`config.mk`:
```
export PLATFORM = sky130hd
export DESIGN_NAME = printable_string_finder
export DESIGN_NICKNAME = d
export VERILOG_FILES = /design/src/hw/rtl/psf_pkg.sv /design/src/hw/rtl/printable_string_finder.sv /design/src/hw/rtl/psf_front.sv /design/src/hw/rtl/psf_queue.sv /design/src/hw/rtl/psf_back.sv
export VERILOG_INCLUDE_DIRS = /design/src /design/src/hw/rtl
export SDC_FILE = /design/constraint.sdc
export NUM_CORES = 1
export LEC_CHECK = 0
export BUFFER_PORTS_ARGS = -buffer_cell sky130_fd_sc_hd__buf_2
export CAP_MARGIN = 15
export CORE_ASPECT_RATIO = 0.75
export CORE_MARGIN = 10
export CORE_UTILIZATION = 55
export CTS_CLUSTER_DIAMETER = 30
export CTS_CLUSTER_SIZE = 16
export DETAILED_ROUTE_END_ITERATION = 12
export PLACE_DENSITY = 0.77
export SLEW_MARGIN = 20
export SYNTH_ARGS = -nofsm -noshare
export SYNTH_HDL_FRONTEND = slang
export SYNTH_HIERARCHICAL = 1
export SYNTH_SLANG_ARGS = --single-unit
```
`constraint.sdc`:
```
create_clock -name clk -period 5 [get_ports clk]
set_input_delay 1.5 -clock clk [delete_from_list [all_inputs] [get_ports clk]]
set_output_delay 1.5 -clock clk [all_outputs]
set_load 0.05 [all_outputs]
```
`src/hw/rtl/printable_string_finder_defines.svh`:
```
// Assertion macros shared by the RTL.
`ifndef PRINTABLE_STRING_FINDER_DEFINES_SVH
`define PRINTABLE_STRING_FINDER_DEFINES_SVH

// Same-cycle implication, disabled during reset.
`define PSF_ASSERT_NOW(label, clk, rst, ante, cons, msg) \
  label: assert property (@(posedge clk) disable iff (rst) (ante) |-> (cons)) \
    else $error(msg);

// Next-cycle implication, disabled during reset.
`define PSF_ASSERT_NEXT(label, clk, rst, ante, cons, msg) \
  label: assert property (@(posedge clk) disable iff (rst) (ante) |=> (cons)) \
    else $error(msg);

`endif

```
`src/hw/rtl/psf_pkg.sv`:
```
package psf_pkg;

  localparam int OFFSET_BITS_DEFAULT = 32;
  localparam int LENGTH_BITS_DEFAULT = 16;
  localparam int QUEUE_DEPTH_DEFAULT = 4;

  localparam logic [7:0] MIN_LENGTH_RESET = 8'd4;
  localparam logic [7:0] PRINT_LO = 8'h20;
  localparam logic [7:0] PRINT_HI = 8'h7E;
  localparam logic [7:0] CH_NUL = 8'h00;
  localparam logic [7:0] CH_LF = 8'h0A;
  localparam logic [7:0] CH_CR = 8'h0D;

  localparam logic [2:0] END_NUL = 3'd0;
  localparam logic [2:0] END_LF = 3'd1;
  localparam logic [2:0] END_CR = 3'd2;
  localparam logic [2:0] END_LFCR = 3'd3;
  localparam logic [2:0] END_CRLF = 3'd4;

  localparam logic KIND_STRING = 1'b0;
  localparam logic KIND_END = 1'b1;

  typedef struct packed {
    logic [7:0] data_byte;
    logic       final_byte;
  } psf_item_t;

  typedef struct packed {
    logic        record_kind;
    logic [31:0] start_offset;
    logic [15:0] run_length;
    logic [2:0]  ending;
    logic        any_found;
    logic        last_result;
  } psf_record_t;

  // Results of one input transaction: an optional string record and an
  // optional end record, in that order.
  typedef struct packed {
    logic        has_str;
    logic        has_end;
    logic [31:0] start_offset;
    logic [15:0] run_length;
    logic [2:0]  ending;
    logic        any_found;
  } psf_bundle_t;

  typedef struct packed {
    logic full;
    logic not_empty;
  } psf_queue_status_t;

endpackage

```
`src/hw/rtl/printable_string_finder.sv`:
```
// Printable string finder: scans a byte stream for printable ASCII runs.
// Input channel: scan_item is taken when push is high and full is low, one
// byte per transaction. Results: a record sits on record while empty is low
// and leaves on a clock edge with pop high. A byte causes no record, a
// string record, an end record (final_byte), or a string then end record;
// last_result marks the last record of that byte.
// Configuration: cfg_data writes min_length when cfg_valid is high; the
// channel is always ready. Write only while the block is idle.
// Throughput: one byte per cycle while the result queue has room; records
// leave at one per cycle while pop is high, so bytes that yield two records
// drain at half rate once the queue fills. The queue depth sets how long
// the back side may stall before full rises.
// Path: a record is written to the result queue when its byte is taken,
// then moved into the back end's hold register, from which it shows on record.
// Reset: min_length returns to 4, the scan state and queue are cleared.
// A stalled receiver fills the queue and then holds off input via full.
module printable_string_finder
  import psf_pkg::*;
#(
  parameter int OFFSET_BITS = OFFSET_BITS_DEFAULT,
  parameter int LENGTH_BITS = LENGTH_BITS_DEFAULT,
  parameter int QUEUE_DEPTH = QUEUE_DEPTH_DEFAULT
) (
  input  logic        clk,
  input  logic        rst,
  input  logic        cfg_valid,
  output logic        cfg_ready,
  input  logic [7:0]  cfg_data,
  input  logic        push,
  output logic        full,
  input  psf_item_t   scan_item,
  output logic        empty,
  input  logic        pop,
  output psf_record_t record
);

  psf_queue_status_t qstat;
  psf_bundle_t       bundle;
  psf_bundle_t       head;
  logic              bundle_push;
  logic              take;
  logic              accept;

  assign cfg_ready = 1'b1;
  assign full = qstat.full;
  assign accept = push && !qstat.full;

  psf_front #(
    .OFFSET_BITS(OFFSET_BITS),
    .LENGTH_BITS(LENGTH_BITS)
  ) u_front (
    .clk        (clk),
    .rst        (rst),
    .cfg_valid  (cfg_valid),
    .cfg_data   (cfg_data),
    .accept     (accept),
    .item       (scan_item),
    .qstat      (qstat),
    .bundle_push(bundle_push),
    .bundle     (bundle)
  );

  psf_queue #(
    .DEPTH(QUEUE_DEPTH)
  ) u_queue (
    .clk    (clk),
    .rst    (rst),
    .wr     (bundle_push),
    .wr_data(bundle),
    .rd     (take),
    .rd_data(head),
    .status (qstat)
  );

  psf_back u_back (
    .clk   (clk),
    .rst   (rst),
    .qstat (qstat),
    .head  (head),
    .take  (take),
    .empty (empty),
    .pop   (pop),
    .record(record)
  );

endmodule

```
`src/hw/rtl/psf_front.sv`:
```
module psf_front
  import psf_pkg::*;
#(
  parameter int OFFSET_BITS = OFFSET_BITS_DEFAULT,
  parameter int LENGTH_BITS = LENGTH_BITS_DEFAULT
) (
  input  logic              clk,
  input  logic              rst,
  input  logic              cfg_valid,
  input  logic [7:0]        cfg_data,
  input  logic              accept,
  input  psf_item_t         item,
  input  psf_queue_status_t qstat,
  output logic              bundle_push,
  output psf_bundle_t       bundle
);

`include "printable_string_finder_defines.svh"

  localparam logic [2:0] MODE_IDLE = 3'd0;
  localparam logic [2:0] MODE_RUN = 3'd1;
  localparam logic [2:0] MODE_LF = 3'd2;
  localparam logic [2:0] MODE_CR = 3'd3;
  localparam logic [2:0] MODE_LFCR = 3'd4;
  localparam logic [2:0] MODE_CRLF = 3'd5;

  logic [7:0]             min_length;
  logic [2:0]             scan_mode;
  logic [2:0]             scan_mode_next;
  logic [OFFSET_BITS-1:0] run_start;
  logic [OFFSET_BITS-1:0] run_start_next;
  logic [LENGTH_BITS-1:0] run_count;
  logic [LENGTH_BITS-1:0] run_count_next;
  logic [OFFSET_BITS-1:0] byte_position;
  logic                   found_flag;

  logic       printable;
  logic       term_hit;
  logic [2:0] term_kind;
  logic       str_hit;
  logic [63:0] start_wide;
  logic [31:0] count_wide;

  assign printable = (item.data_byte >= PRINT_LO) && (item.data_byte <= PRINT_HI);

  always_comb begin
    scan_mode_next = scan_mode;
    run_start_next = run_start;
    run_count_next = run_count;
    term_hit = 1'b0;
    term_kind = END_NUL;
    unique case (scan_mode)
      MODE_RUN: begin
        if (printable) begin
          if (run_count != {LENGTH_BITS{1'b1}}) begin
            run_count_next = run_count + LENGTH_BITS'(1);
          end
        end else if (item.data_byte == CH_NUL) begin
          term_hit = 1'b1;
          term_kind = END_NUL;
        end else if (item.data_byte == CH_LF) begin
          scan_mode_next = MODE_LF;
        end else if (item.data_byte == CH_CR) begin
          scan_mode_next = MODE_CR;
        end else begin
          scan_mode_next = MODE_IDLE;
        end
      end
      MODE_LF, MODE_CR, MODE_LFCR, MODE_CRLF: begin
        if (item.data_byte == CH_NUL) begin
          term_hit = 1'b1;
          unique case (scan_mode)
            MODE_LF:   term_kind = END_LF;
            MODE_CR:   term_kind = END_CR;
            MODE_LFCR: term_kind = END_LFCR;
            default:   term_kind = END_CRLF;
          endcase
        end else if ((scan_mode == MODE_LF) && (item.data_byte == CH_CR)) begin
          scan_mode_next = MODE_LFCR;
        end else if ((scan_mode == MODE_CR) && (item.data_byte == CH_LF)) begin
          scan_mode_next = MODE_CRLF;
        end else if (printable) begin
          run_start_next = byte_position;
          run_count_next = LENGTH_BITS'(1);
          scan_mode_next = MODE_RUN;
        end else begin
          scan_mode_next = MODE_IDLE;
        end
      end
      default: begin
        if (printable) begin
          run_start_next = byte_position;
          run_count_next = LENGTH_BITS'(1);
          scan_mode_next = MODE_RUN;
        end else begin
          scan_mode_next = MODE_IDLE;
        end
      end
    endcase
    if (term_hit) begin
      scan_mode_next = MODE_IDLE;
    end
  end

  assign str_hit = term_hit && (run_count >= LENGTH_BITS'(min_length));
  assign start_wide = 64'(run_start);
  assign count_wide = 32'(run_count);

  assign bundle_push = accept && (str_hit || item.final_byte);

  always_comb begin
    bundle.has_str = str_hit;
    bundle.has_end = item.final_byte;
    bundle.start_offset = start_wide[31:0];
    bundle.run_length = count_wide[15:0];
    bundle.ending = term_kind;
    bundle.any_found = found_flag || str_hit;
  end

  always_ff @(posedge clk) begin
    if (rst) begin
      min_length <= MIN_LENGTH_RESET;
    end else if (cfg_valid) begin
      min_length <= cfg_data;
    end
  end

  always_ff @(posedge clk) begin
    if (rst) begin
      scan_mode <= MODE_IDLE;
      run_start <= '0;
      run_count <= '0;
      byte_position <= '0;
      found_flag <= 1'b0;
    end else if (accept) begin
      if (item.final_byte) begin
        scan_mode <= MODE_IDLE;
        run_start <= '0;
        run_count <= '0;
        byte_position <= '0;
        found_flag <= 1'b0;
      end else begin
        scan_mode <= scan_mode_next;
        run_start <= run_start_next;
        run_count <= run_count_next;
        byte_position <= byte_position + OFFSET_BITS'(1);
        found_flag <= found_flag || str_hit;
      end
    end
  end

  `PSF_ASSERT_NEXT(a_final_clears, clk, rst, accept && item.final_byte,
    (scan_mode == MODE_IDLE) && (byte_position == '0) && !found_flag,
    "scan state not cleared after final byte")
  `PSF_ASSERT_NOW(a_push_has_room, clk, rst, bundle_push, !qstat.full,
    "bundle pushed into full queue")
  `PSF_ASSERT_NOW(a_run_nonzero, clk, rst, scan_mode == MODE_RUN, run_count != '0,
    "open run with zero length")

endmodule

```
`src/hw/rtl/psf_queue.sv`:
```
module psf_queue
  import psf_pkg::*;
#(
  parameter int DEPTH = QUEUE_DEPTH_DEFAULT
) (
  input  logic              clk,
  input  logic              rst,
  input  logic              wr,
  input  psf_bundle_t       wr_data,
  input  logic              rd,
  output psf_bundle_t       rd_data,
  output psf_queue_status_t status
);

`include "printable_string_finder_defines.svh"

  localparam int PTR_BITS = (DEPTH > 1) ? $clog2(DEPTH) : 1;
  localparam int CNT_BITS = $clog2(DEPTH + 1);

  psf_bundle_t         store [DEPTH];
  logic [PTR_BITS-1:0] wr_ptr;
  logic [PTR_BITS-1:0] rd_ptr;
  logic [CNT_BITS-1:0] count;

  assign status.full = (count == CNT_BITS'(DEPTH));
  assign status.not_empty = (count != '0);
  assign rd_data = store[rd_ptr];

  always_ff @(posedge clk) begin
    if (wr) begin
      store[wr_ptr] <= wr_data;
    end
  end

  always_ff @(posedge clk) begin
    if (rst) begin
      wr_ptr <= '0;
      rd_ptr <= '0;
      count <= '0;
    end else begin
      if (wr) begin
        wr_ptr <= (wr_ptr == PTR_BITS'(DEPTH - 1)) ? '0 : wr_ptr + PTR_BITS'(1);
      end
      if (rd) begin
        rd_ptr <= (rd_ptr == PTR_BITS'(DEPTH - 1)) ? '0 : rd_ptr + PTR_BITS'(1);
      end
      if (wr && !rd) begin
        count <= count + CNT_BITS'(1);
      end else if (rd && !wr) begin
        count <= count - CNT_BITS'(1);
      end
    end
  end

  `PSF_ASSERT_NOW(a_no_overflow, clk, rst, wr && !rd, !status.full,
    "queue write while full")
  `PSF_ASSERT_NOW(a_no_underflow, clk, rst, rd, status.not_empty,
    "queue read while empty")
  `PSF_ASSERT_NOW(a_count_bound, clk, rst, 1'b1, count <= CNT_BITS'(DEPTH),
    "queue count beyond depth")

endmodule

```
`src/hw/rtl/psf_back.sv`:
```
module psf_back
  import psf_pkg::*;
(
  input  logic              clk,
  input  logic              rst,
  input  psf_queue_status_t qstat,
  input  psf_bundle_t       head,
  output logic              take,
  output logic              empty,
  input  logic              pop,
  output psf_record_t       record
);

`include "printable_string_finder_defines.svh"

  psf_bundle_t hold;
  logic        hold_valid;
  logic        phase;
  logic        show_str;
  logic        done;

  assign show_str = hold.has_str && !phase;
  assign empty = !hold_valid;
  assign done = pop && hold_valid && !(show_str && hold.has_end);
  assign take = qstat.not_empty && (!hold_valid || done);

  always_comb begin
    if (show_str) begin
      record.record_kind = KIND_STRING;
      record.start_offset = hold.start_offset;
      record.run_length = hold.run_length;
      record.ending = hold.ending;
      record.any_found = 1'b0;
      record.last_result = !hold.has_end;
    end else begin
      record.record_kind = KIND_END;
      record.start_offset = '0;
      record.run_length = '0;
      record.ending = END_NUL;
      record.any_found = hold.any_found;
      record.last_result = 1'b1;
    end
  end

  always_ff @(posedge clk) begin
    if (take) begin
      hold <= head;
    end
  end

  always_ff @(posedge clk) begin
    if (rst) begin
      hold_valid <= 1'b0;
      phase <= 1'b0;
    end else if (take) begin
      hold_valid <= 1'b1;
      phase <= 1'b0;
    end else if (done) begin
      hold_valid <= 1'b0;
      phase <= 1'b0;
    end else if (pop && hold_valid) begin
      phase <= 1'b1;
    end
  end

  `PSF_ASSERT_NOW(a_phase_end, clk, rst, hold_valid && phase, hold.has_end && hold.has_str,
    "second record without end record")
  `PSF_ASSERT_NOW(a_bundle_nonempty, clk, rst, hold_valid, hold.has_str || hold.has_end,
    "empty bundle held")
  `PSF_ASSERT_NEXT(a_split_order, clk, rst, pop && hold_valid && show_str && hold.has_end,
    hold_valid && phase, "end record skipped")

endmodule
```
Word-level counts from Yosys, hierarchy flattened
Memory sizes are Yosys's and may differ from the RTL's. A register that Yosys moved wholly into a read port is not among the register bits.
Index checks and enable logic that the tools add are counted.
{"block": "op_classes", "n_addsub": 6, "n_lt_le_gt_ge": 3, "eq_ne": 20, "n_mux": 42, "reduce_logical": 32}
{"cell": "32-bit two-way mux", "n": 6}
{"cell": "16-bit two-way mux", "n": 7}
{"cell": "32-bit case mux with 2 select lines", "n": 1}
{"cell": "54-bit two-way mux", "n": 1}
{"cell": "3-bit two-way mux", "n": 12}
{"cell": "32-bit by 1-bit adder with 32-bit output (second input constant)", "n": 1}
{"cell": "16-bit case mux with 2 select lines", "n": 1}
{"cell": "16-bit by 1-bit adder with 16-bit output (second input constant)", "n": 1}
{"cell": "8-bit by 4-bit equality test with 1-bit output (second input constant)", "n": 2}
{"cell": "16-bit by 8-bit greater-or-equal comparator with 1-bit output", "n": 1}
{"cell": "16-bit != test (second input constant)", "n": 1}
{"cell": "1-bit logical AND", "n": 13}
{"cell": "3-bit equality test (second input constant)", "n": 3}
{"cell": "3-bit != test (second input constant)", "n": 3}
{"cell": "3-bit case mux with 3 select lines", "n": 1}
{"cell": "8-bit by 6-bit greater-or-equal comparator with 1-bit output (second input constant)", "n": 1}
{"cell": "8-bit by 7-bit <= comparator with 1-bit output (second input constant)", "n": 1}
{"cell": "8-bit logical NOT", "n": 1}
{"cell": "1-bit two-way mux", "n": 8}
{"cell": "4-bit by 3-bit != test with 1-bit output (second input constant)", "n": 2}
{"cell": "1-bit logical NOT", "n": 7}
{"cell": "3-bit by 2-bit equality test with 1-bit output (second input constant)", "n": 2}
{"cell": "2-bit two-way mux", "n": 3}
{"cell": "3-bit by 2-bit != test with 1-bit output (second input constant)", "n": 2}
{"cell": "other kinds (17)", "n": 22}
{"block": "totals", "reg_bits": 101, "ram_bits": 216, "inputBits": 22, "output_inout_bits": 57, "elab_cells": 115, "mem_count": 1}
{"memory": "u_queue.store", "depth": 4, "word_bits": 54, "rd": 1, "rd_clocked_by_memory_dff": 1, "write_ports": 1, "line": "psf_queue.sv:20", "rtl": "psf_bundle_t store [DEPTH];"}

Longest topological paths before layout
Gate-level depths: netlist of the first run.
{"block": "depth", "ltp_word": 11, "mapped_depth": 13, "ltp_nobuf": 13}

Cells and area by module
The synthesis of the first run kept the hierarchy.
{"module": "psf_queue", "n_inst": 1, "cells_each": 326, "area_each_um2": 8300.5, "seq_area_each_um2": 6666.4}
{"module": "psf_front", "n_inst": 1, "cells_each": 445, "area_each_um2": 4072.7, "seq_area_each_um2": 1841.8}
{"module": "psf_back", "n_inst": 1, "cells_each": 126, "area_each_um2": 2140.8, "seq_area_each_um2": 1661.6}
{"module": "printable_string_finder", "n_inst": 1, "cells_each": 3, "area_each_um2": 25.0, "seq_area_each_um2": 0.0}

Least setup slack after synthesis of the first run
Ideal clock, no wire load.
{"block": "synth_timing", "path_kind": "input port to flip-flop", "start": "input port scan_item[6] in the netlist's numbering", "end": "memory u_queue/store[0][0] in the netlist's numbering (enable)", "setup_ns": 0.417, "arrival_ns": 4.015, "required_ns": 4.583, "slack_ns": 0.568, "stages": 6, "path_buffers": 0, "path_cell_list": "nor4_1 -> nand3_1 -> a211oi_1 -> o31a_1 -> o21a_1 -> and2_1"}
{"block": "synth_via", "elab_chain_cells": 9, "word_cells_on_any_way": 12, "cone_classes": "2 x order compare; 5 x mux; 5 x reduce/logical"}
{"item": "from (decl)", "line": "printable_string_finder.sv:31", "rtl": "input psf_item_t scan_item,"}
{"item": "8-bit by 6-bit greater-or-equal comparator with 1-bit output (tied with other cells)", "line": "psf_front.sv:44", "rtl": "assign printable = (item.data_byte >= PRINT_LO) && (item.data_byte <= PRINT_HI);"}
{"item": "1-bit logical AND / 1-bit two-way mux (equally long branches)", "line": "psf_front.sv:44, psf_front.sv:58, psf_front.sv:70"}
{"item": "1-bit two-way mux", "line": "psf_front.sv:54", "rtl": "if (printable) begin"}
{"item": "1-bit case mux with 2 select lines *", "line": "psf_front.sv:52", "rtl": "unique case (scan_mode)"}
{"item": "1-bit logical AND *", "line": "psf_front.sv:105", "rtl": "assign str_hit = term_hit && (run_count >= LENGTH_BITS'(min_length));"}
{"item": "named net u_front.str_hit", "line": "psf_front.sv:40", "rtl": "logic str_hit;"}
{"item": "1-bit logical OR *", "line": "psf_front.sv:109", "rtl": "assign bundle_push = accept && (str_hit || item.final_byte);"}
{"item": "1-bit logical AND *", "line": "psf_front.sv:109"}
{"item": "named net bundle_push", "line": "printable_string_finder.sv:40", "rtl": "logic bundle_push;"}
{"item": "1-bit two-way mux *", "line": "psf_queue.sv:30", "rtl": "if (wr) begin"}
{"item": "1-bit two-way mux (implied by the code) *", "line": "psf_queue.sv:31", "rtl": "store[wr_ptr] <= wr_data;"}
{"item": "to (decl)", "line": "psf_queue.sv:20"}
Mark *: on every way through the listed nets, which the timed path passes. The rest lies on a longest branch.

==> impl_results.md, run 1 <==
* Outcome: complete, no violations
* Worst Setup End Kind: register
* P per Cell Area at 588 nW/um^2
* R2R Setup Slk at between 1.5 and 2 ns
* Yosys reg bits at roughly 370
* Die Span Y at ~160 um
* CTS buffer count at just over 50
* Initial antenna violation count at 0
* Wire per inst at around 20 um
* Area Growth Syn to Fin at 16.3%
* Final hold violation count at 0
* Hold WC Path Type: reg -> reg
* Clock slew at reported path FFs at about 0.060 ns
* Port Buf Inserts at slightly below 80
* Clock skew at between 0.03 and 0.04 ns
* Dominant synthesized flop cell: edfxtp_1
* Number of synthesized flops with an enable pin at between 200 and 300
* Placed cell areas at between 15000 and 20000 um^2
* Hold_sp: u_front/min_length[3]$_SDFFE_PP0P_
* H-tree depth at 2
* Setup violations, final at 0
* CTS tree: yes
* Worst slew margin at 0.380
* Crit-path cells: buf_2, nor4_1, nand3_1, a211oi_1, o31a_1, o21a_1, ha_1, inv_1, fa_1, xor2_1, or3_1, a21oi_1
* Postcts setup bufs at 0
* Number of max-cap violations at 0
* Hold Crit Depth at 2
* Final setup margin at just under 1 ns
* Synth top area share at 0.558
* First-pass GRT wire length at 44500 um
* GP Congestion at a little under 0.9
* Seq/Total Area, Yosys at 0.699
* Syn Area/Cell at around 16 um^2
* Post-Route Utilization at 0.651
* Fmax achieved at roughly 250 MHz
* Routed via count at a little under 8000
* Initial core utilization at 0.560
* Synth area leaders: edfxtp_1 56%, dfxtp_1 14%, mux4_2 7.7%, and2_1 2.6%, a22o_1 1.9%
* Commonest cells in the netlist: 270 x edfxtp_1, 103 x dfxtp_1, 60 x and2_1
* Clock sinks at around 370
* Syn. warnings at 6
* Top Family by Delay on Critical Path: compound AO/OA/AOI/OAI gates
* Max Root-Sink Buffers at 3
* R2R Path Start: u_front/run_count[0]$_SDFFE_PP0P_
* Pins Over Slew Limit at 0
* Worst slack at placement at roughly 0.47 ns
* Post-cts hold buffer count at 0
* Largest net degree at the start of global routing at 57
* Setup TNS at 0 ns
* Total wire length at ~27000 um
* Vias in the first global route at roughly 8000
* Root Buffer: clkbuf_16
* Post_cts resized at 0
* ANT nets after route at 0
* Max stage delay on crit path at 0.38 ns
* Net count, final at between 1000 and 1500
* Ant diodes at 0
* Most frequent cell after synthesis: edfxtp_1
* VDD IR max at just under 0.8 mV
* Die X at around 210 um
* RSZ-0062 raised after global routing: false
* Layout cells sized above 1 at 0.244
* Worst Hold Endpoint: u_front/min_length[3]$_SDFFE_PP0P_
* IO Count at 79
* Syn Nets at 939
* Synth area leader: edfxtp_1
* Placement row count at between 50 and 60
* Reg-to-Reg End: u_queue/count[2]$_SDFFE_PP0P_
* Mapped Area at 14500 um^2
* Final worst path period share at 0.807
* Overflow after GRT at 0
* Drt drc at 0
* Leakage at a little over 0.006 uW
* Clock Latency Late Sink at 0.56 ns
* Vias per cell at roughly 5.7
* Setup Crit Path Kind: in -> reg
* CP Launch Type: primary input
* CP max-delay cell: nor4_1
* DP HPWL at about 16000 um
* Crit path DAT at roughly 4.5 ns
* Die Area at 33400 um^2
* Required @ worst endpoint at roughly 5.5 ns
* Reg2reg path depth at 13
* Mapped Cells at 900
* Worst Path Buf+Inv at 2
* Gr usage total at 0.165
* Worst Path Max Fanout at 7
* Async SR Flop Fraction at 0
* Core area at ~26000 um^2
* TritonRoute pass-1 iters at 5
* DRT iter0 DRCs at between 500 and 600
* Worst-margin pin slew at 0.922 ns
* Final period demand of the worst path at 4.03 ns
* Synth unique cells at slightly above 60
* Final Instance Area at roughly 17000 um^2
-- power breakdown --
group          total, uW  internal [uW]  switching, uW
Sequential          4060           3790            276
Clock               3510           2040           1470
Combinational       2370            779           1600
Total               9940           6610           3340
-- layer usage --
metal	wire length, um	up-vias	track usage
met5	0	-	0
met4	445	0	0.0509
met3	1670	38	0.0331
met2	12700	229	0.255
met1	12700	3932	0.230
li1	-	3698	-
-- worst register-to-register path, stage by stage (launching register included) --
cell and delay [ns]:
dfxtp_1 0.55, inv_1 0.09, ha_1 0.28, nand2b_1 0.09, a211oi_1 0.08, nor4_1 0.21, o31a_1 0.34, o21a_1 0.30
ha_1 0.24, inv_1 0.06, fa_1 0.37, xor2_1 0.15, or3_1 0.30, a21oi_1 0.15
-- cell usage in the layout, fill, tap and decap left out, types with 27 or more instances in the layout --
cell | Yosys | layout
mux4_2 | 50 | 50
edfxtp_1 | 270 | 270
buf_2 | 7 | 77
and2_1 | 60 | 56
nor2_1 | 58 | 58
a21oi_1 | 28 | 27
clkbuf_16 | 0 | 53
dfxtp_1 | 103 | 101
a22o_1 | 32 | 32
-- state kept, by name, summed over array words and instances, names as in the netlist, named ones only --
signal,flops
u_front/run_start,32
u_queue/rd_ptr,2
u_front/found_flag,1
u_back/hold,54
u_back/hold_valid,1
u_queue/count,3
u_front/run_count,16
u_back/phase,1
u_queue/wr_ptr,2
u_queue/store,216
u_front/scan_mode,3
u_front/min_length,8
u_front/byte_position,32
-- worst max-delay path by stage --
stage,from,to,slack [ns],depth (start not counted)
2_1_floorplan,scan_item[6],u_queue/store[0][0]$_DFFE_PP_,0.57,6
3_3_place_gp,scan_item[6],u_queue/count[2]$_SDFFE_PP0P_,0.52,12
3_5_place_dp,scan_item[6],u_queue/count[2]$_SDFFE_PP0P_,0.47,12
4_1_cts,scan_item[6],u_queue/count[2]$_SDFFE_PP0P_,1.02,12
5_1_grt,scan_item[6],u_queue/count[2]$_SDFFE_PP0P_,0.69,12
6_report,scan_item[6],u_queue/count[2]$_SDFFE_PP0P_,0.97,12
-- cell families (layout without fill, tap and decap cells) --
kind of cell,after synthesis,in the layout,share of synthesized area
AND/OR/NAND/NOR,246,246,0.0961
XOR/XNOR,31,31,0.0187
multiplexers,66,66,0.0929
AO/OA/AOI/OAI,101,101,0.0488
adder cells (fa/ha/maj),17,17,0.0151
other,1,1,0.000258
flip-flops,373,373,0.699
buffers and inverters,65,208,0.0286
-- stage by stage --
stage               hold WS, ns  cells  power (uW)
CTS                       0.498   1387       10100
finish                    0.493   1387        9940
detailed placement        0.484   1291        6540
floorplan                 0.453    900        6050
global placement          0.464   1291        6500
global route              0.506   1387       10400
-- area by class of cell --
| type | count | area [um^2] |
|---|---|---|
| Timing Repair Buffer | 89 | 513 |
| Clock inverter | 40 | 394 |
| Multi-Input combinational cell | 462 | 3970 |
| Clock buffer | 56 | 1350 |
| Inverter | 23 | 86.3 |
| Fill cell | 1756 | 9060 |
| Sequential cell | 373 | 10200 |
| Tap cell | 344 | 430 |
Note: power is estimated with default switching activity, not from simulation.
==> run 2, diff against run 1 <==
--- a/config.mk
+++ b/config.mk
@@ -6,6 +6,7 @@
 export SDC_FILE = /design/constraint.sdc
 export NUM_CORES = 1
 export LEC_CHECK = 0
+export ABC_AREA = 1
 export BUFFER_PORTS_ARGS = -buffer_cell sky130_fd_sc_hd__buf_2
 export CAP_MARGIN = 15
 export CORE_ASPECT_RATIO = 0.75
@@ -14,7 +15,7 @@
 export CTS_CLUSTER_DIAMETER = 30
 export CTS_CLUSTER_SIZE = 16
 export DETAILED_ROUTE_END_ITERATION = 12
-export PLACE_DENSITY = 0.77
+export PLACE_DENSITY = 0.8
 export SLEW_MARGIN = 20
 export SYNTH_ARGS = -nofsm -noshare
 export SYNTH_HDL_FRONTEND = slang
==> constraint.sdc (replaced) <==
create_clock -name clk -period 3.35 [get_ports clk]
set_input_delay 1.005 -clock clk [delete_from_list [all_inputs] [get_ports clk]]
set_output_delay 1.005 -clock clk [all_outputs]
set_load 0.05 [all_outputs]
==> impl_results.md, run 2 <==
* Outcome: complete, no violations
* Placed Cells at 1922 (+49%)
* P per Cell Area at 867 nW/um^2 (+47%)
* GP Congestion at 0.956 (+8.1%)
* Number of flip-flops under the largest register name at 216 (unchanged)
* Largest family of logic cells by synthesized area: simple AND/OR/NAND/NOR gates
* Postcts setup bufs at 0 (unchanged)
* Post_cts resized at 0 (unchanged)
* Mapped Area at 15600 um^2 (+7.2%)
* Hold WC Path Type: reg -> reg
* Worst-margin pin slew at 0.961 ns (+0.0387 ns)
* RSZ-0062 raised after global routing: false
* FILL cells at 2097 (+19%)
* Clock Latency Late Sink at 0.57 ns (about the same)
* Clock slew at reported path FFs at 0.06 ns (about the same)
* Max Root-Sink Buffers at 3 (unchanged)
* Setup Crit Path Kind: reg -> out
* Wire per inst at 17.8 um (-10%)
* Most frequent cell after synthesis: nor2_1
* Port Buf Inserts at 77 (unchanged)
* Final hold violation count at 0 (unchanged)
* Leakage at 0.00690 uW (+14%)
* Worst Path Max Fanout at 4 (-3)
* DRT iter0 DRCs at 1290 (+120%)
* Gr usage total at 0.199 (+0.0344)
* Synth area leaders: edfxtp_1 52%, dfxtp_1 13%, nor2_1 6.5%, o21ai_0 4.9%, nand2_1 3.9%
* IO Count at 79 (unchanged)
* Initial core utilization at 0.557 (-0.00312)
* Worst slew margin at 0.359 (-0.0216)
* Die Area at 35500 um^2 (+6.3%)
* Top Registers: u_queue/store: 216 flops, u_back/hold: 54 flops
* Synth Area in Compound Gates at 0.106 (+0.0576)
* Finished Layout Cells at 2021 (+46%)
* Synth Area in XOR/XNOR at 0.00112 (-0.0176)
* Max stage delay on crit path at 0.57 ns (+0.19 ns)
* Vias in the first global route at 11000 (+38%)
* Dominant synthesized flop cell: edfxtp_1
* Final worst path period share at 0.865
* Crit-path cells: nor3_2, buf_2
* Top Family by Delay on Critical Path: simple AND/OR/NAND/NOR gates
* Mux share of post-synthesis cell area at 0 (-0.0929)
* Total wire length at 35900 um (+31%)
* H-tree depth at 2 (unchanged)
* Largest net degree at the start of global routing at 109 (+91%)
* Worst Setup End Kind: output port
* Layout cells sized above 1 at 0.155 (-0.0898)
* Synth Area in Adders at 0.0141 (-0.00101)
* Mapped Cells at 1502 (+67%)
* CP Launch Type: register
* Post-Route Utilization at 0.650 (-0.00147)
* Ant diodes at 0 (unchanged)
* Crit path DAT at 1.89 ns (-2.61 ns)
* Clock sinks at 373 (unchanged)
* ANT nets after route at 0 (unchanged)
* Required @ worst endpoint at 2.34 ns (-3.13 ns)
* Clock skew at 0.0283 ns (-0.00345 ns)
* Top reg by flops: u_queue/store
* Die X at 214 um (+3.2%)
* Final period demand of the worst path at a little under 3 ns
* Hold WS at 0.459 ns (-0.0340 ns)
* Routed via count at 11300 (+42%)
* Worst Path Buf+Inv at 1 (-1)
* Number of synthesized flops with an enable pin at 270 (unchanged)
* Syn Nets at 1541 (+64%)
* CTS tree: yes
* Syn. warnings at 6 (unchanged)
* Fmax achieved at between 300 and 400 MHz
* Synth area leader: edfxtp_1
* First-pass GRT wire length at 57700 um (+30%)
* Most frequent cells in the layout: 271 x nor2_1, 270 x edfxtp_1, 160 x nand2_1
* CP max-delay cell: nor3_2
* Seq/Total Area, Yosys at 0.653 (-0.0467)
* Setup violations, final at 0 (unchanged)
* Die Span Y at 166 um (+3.1%)
* Yosys reg bits at 373 (unchanged)
* Commonest cells in the netlist: 271 x nor2_1, 270 x edfxtp_1, 160 x nand2_1
* Overflow after GRT at 0 (unchanged)
* Number of max-cap violations at 0 (unchanged)
* Synth top area share at 0.520 (-0.0372)
* Net count, final at 1631 (+57%)
* Placement row count at 53 (+3.9%)
* VDD IR max at 0.573 mV (-28%)
* Area Growth Syn to Fin at 16.7%
* Root Buffer: clkbuf_16
* DP HPWL at 22100 um (+34%)
* Pins Over Slew Limit at 0 (unchanged)
* Synth unique cells at 44 (-28%)
* Syn Area/Cell at 10.4 um^2 (-36%)
* Async SR Flop Fraction at 0 (unchanged)
* Drt drc at 0 (unchanged)
* Most common cell after layout, fill and taps aside: nor2_1
* Initial antenna violation count at 0 (unchanged)
* CTS buffer count at 53 (+3.9%)
* Vias per cell at 5.57 (-2.2%)
* Core area at 28000 um^2 (+7.8%)
* Post-cts hold buffer count at 0 (unchanged)
* Simple-gate area share of the yosys netlist at 0.159 (+0.0633)
* TritonRoute pass-1 iters at 6 (+1)
## run 2: worst register-to-register path: cells and delay by family (launching register included)
kind / cells / cell delay [ns]
AO/OA/AOI/OAI: 3 / 0.51
flip-flops: 1 / 0.31
AND/OR/NAND/NOR: 7 / 0.49
buffers and inverters: 6 / 0.54
adder cells (fa/ha/maj): 3 / 0.82
## run 2: logic make-up after synthesis
group | Yosys count
AND/OR/NAND/NOR | 573
flip-flops | 373
AO/OA/AOI/OAI | 303
buffers and inverters | 233
adder cells (fa/ha/maj) | 17
XOR/XNOR | 2
other | 1
## run 2: worst paths after layout
path                                                    startpoint  slack, ns  cells past startpoint                            endpoint
worst max-delay path                 u_queue/count[1]$_SDFFE_PP0P_       0.45                      2                                full
worst min-delay path            u_front/min_length[4]$_SDFFE_PP0P_       0.46                      2  u_front/min_length[4]$_SDFFE_PP0P_
worst max register to register   u_front/run_count[0]$_SDFFE_PP0P_       0.58                     19       u_queue/count[2]$_SDFFE_PP0P_
worst min register to register  u_front/min_length[4]$_SDFFE_PP0P_       0.46                      2  u_front/min_length[4]$_SDFFE_PP0P_
## run 2: report_power, final
group	total, uW	switching [uW]	leakage (uW)	internal, uW
combinational	4110	3190	0.00264	926
clock	5590	2170	0.000899	3420
sequential	6060	280	0.00336	5780
## run 2: final cells by class
cell class / count / area, um^2 / share of cell area
Tap cell: 385 / 482 / 0.0265
Clock buffer: 59 / 1400 / 0.0770
Clock inverter: 40 / 457 / 0.0251
Inverter: 164 / 638 / 0.0351
Sequential cell: 373 / 10200 / 0.559
Multi-Input combinational cell: 896 / 4400 / 0.242
Timing Repair Buffer: 104 / 638 / 0.0351
## run 2: routing by layer
metal | vias up | global-route usage | wire [um]
li1 | 5354 | - | -
met1 | 5333 | 0.281 | 16100
met3 | 51 | 0.0517 | 3540
met2 | 512 | 0.299 | 15700
met5 | - | 0 | 0
met4 | 0 | 0.0529 | 600
## run 2: per-stage QoR
| stage | TNS, ns | area (um^2) | total power [uW] | worst slack (ns) |
|---|---|---|---|---|
| 6_report | 0 | 18200 | 15800 | 0.451 |
| 5_1_grt | 0 | 18200 | 16500 | 0.348 |
| 4_1_cts | 0 | 18200 | 15900 | 0.446 |
| 3_5_place_dp | 0 | 16300 | 10200 | 0.211 |
| 3_3_place_gp | 0 | 16300 | 10100 | 0.257 |
| 2_1_floorplan | -0.111 | 15600 | 9260 | -0.111 |
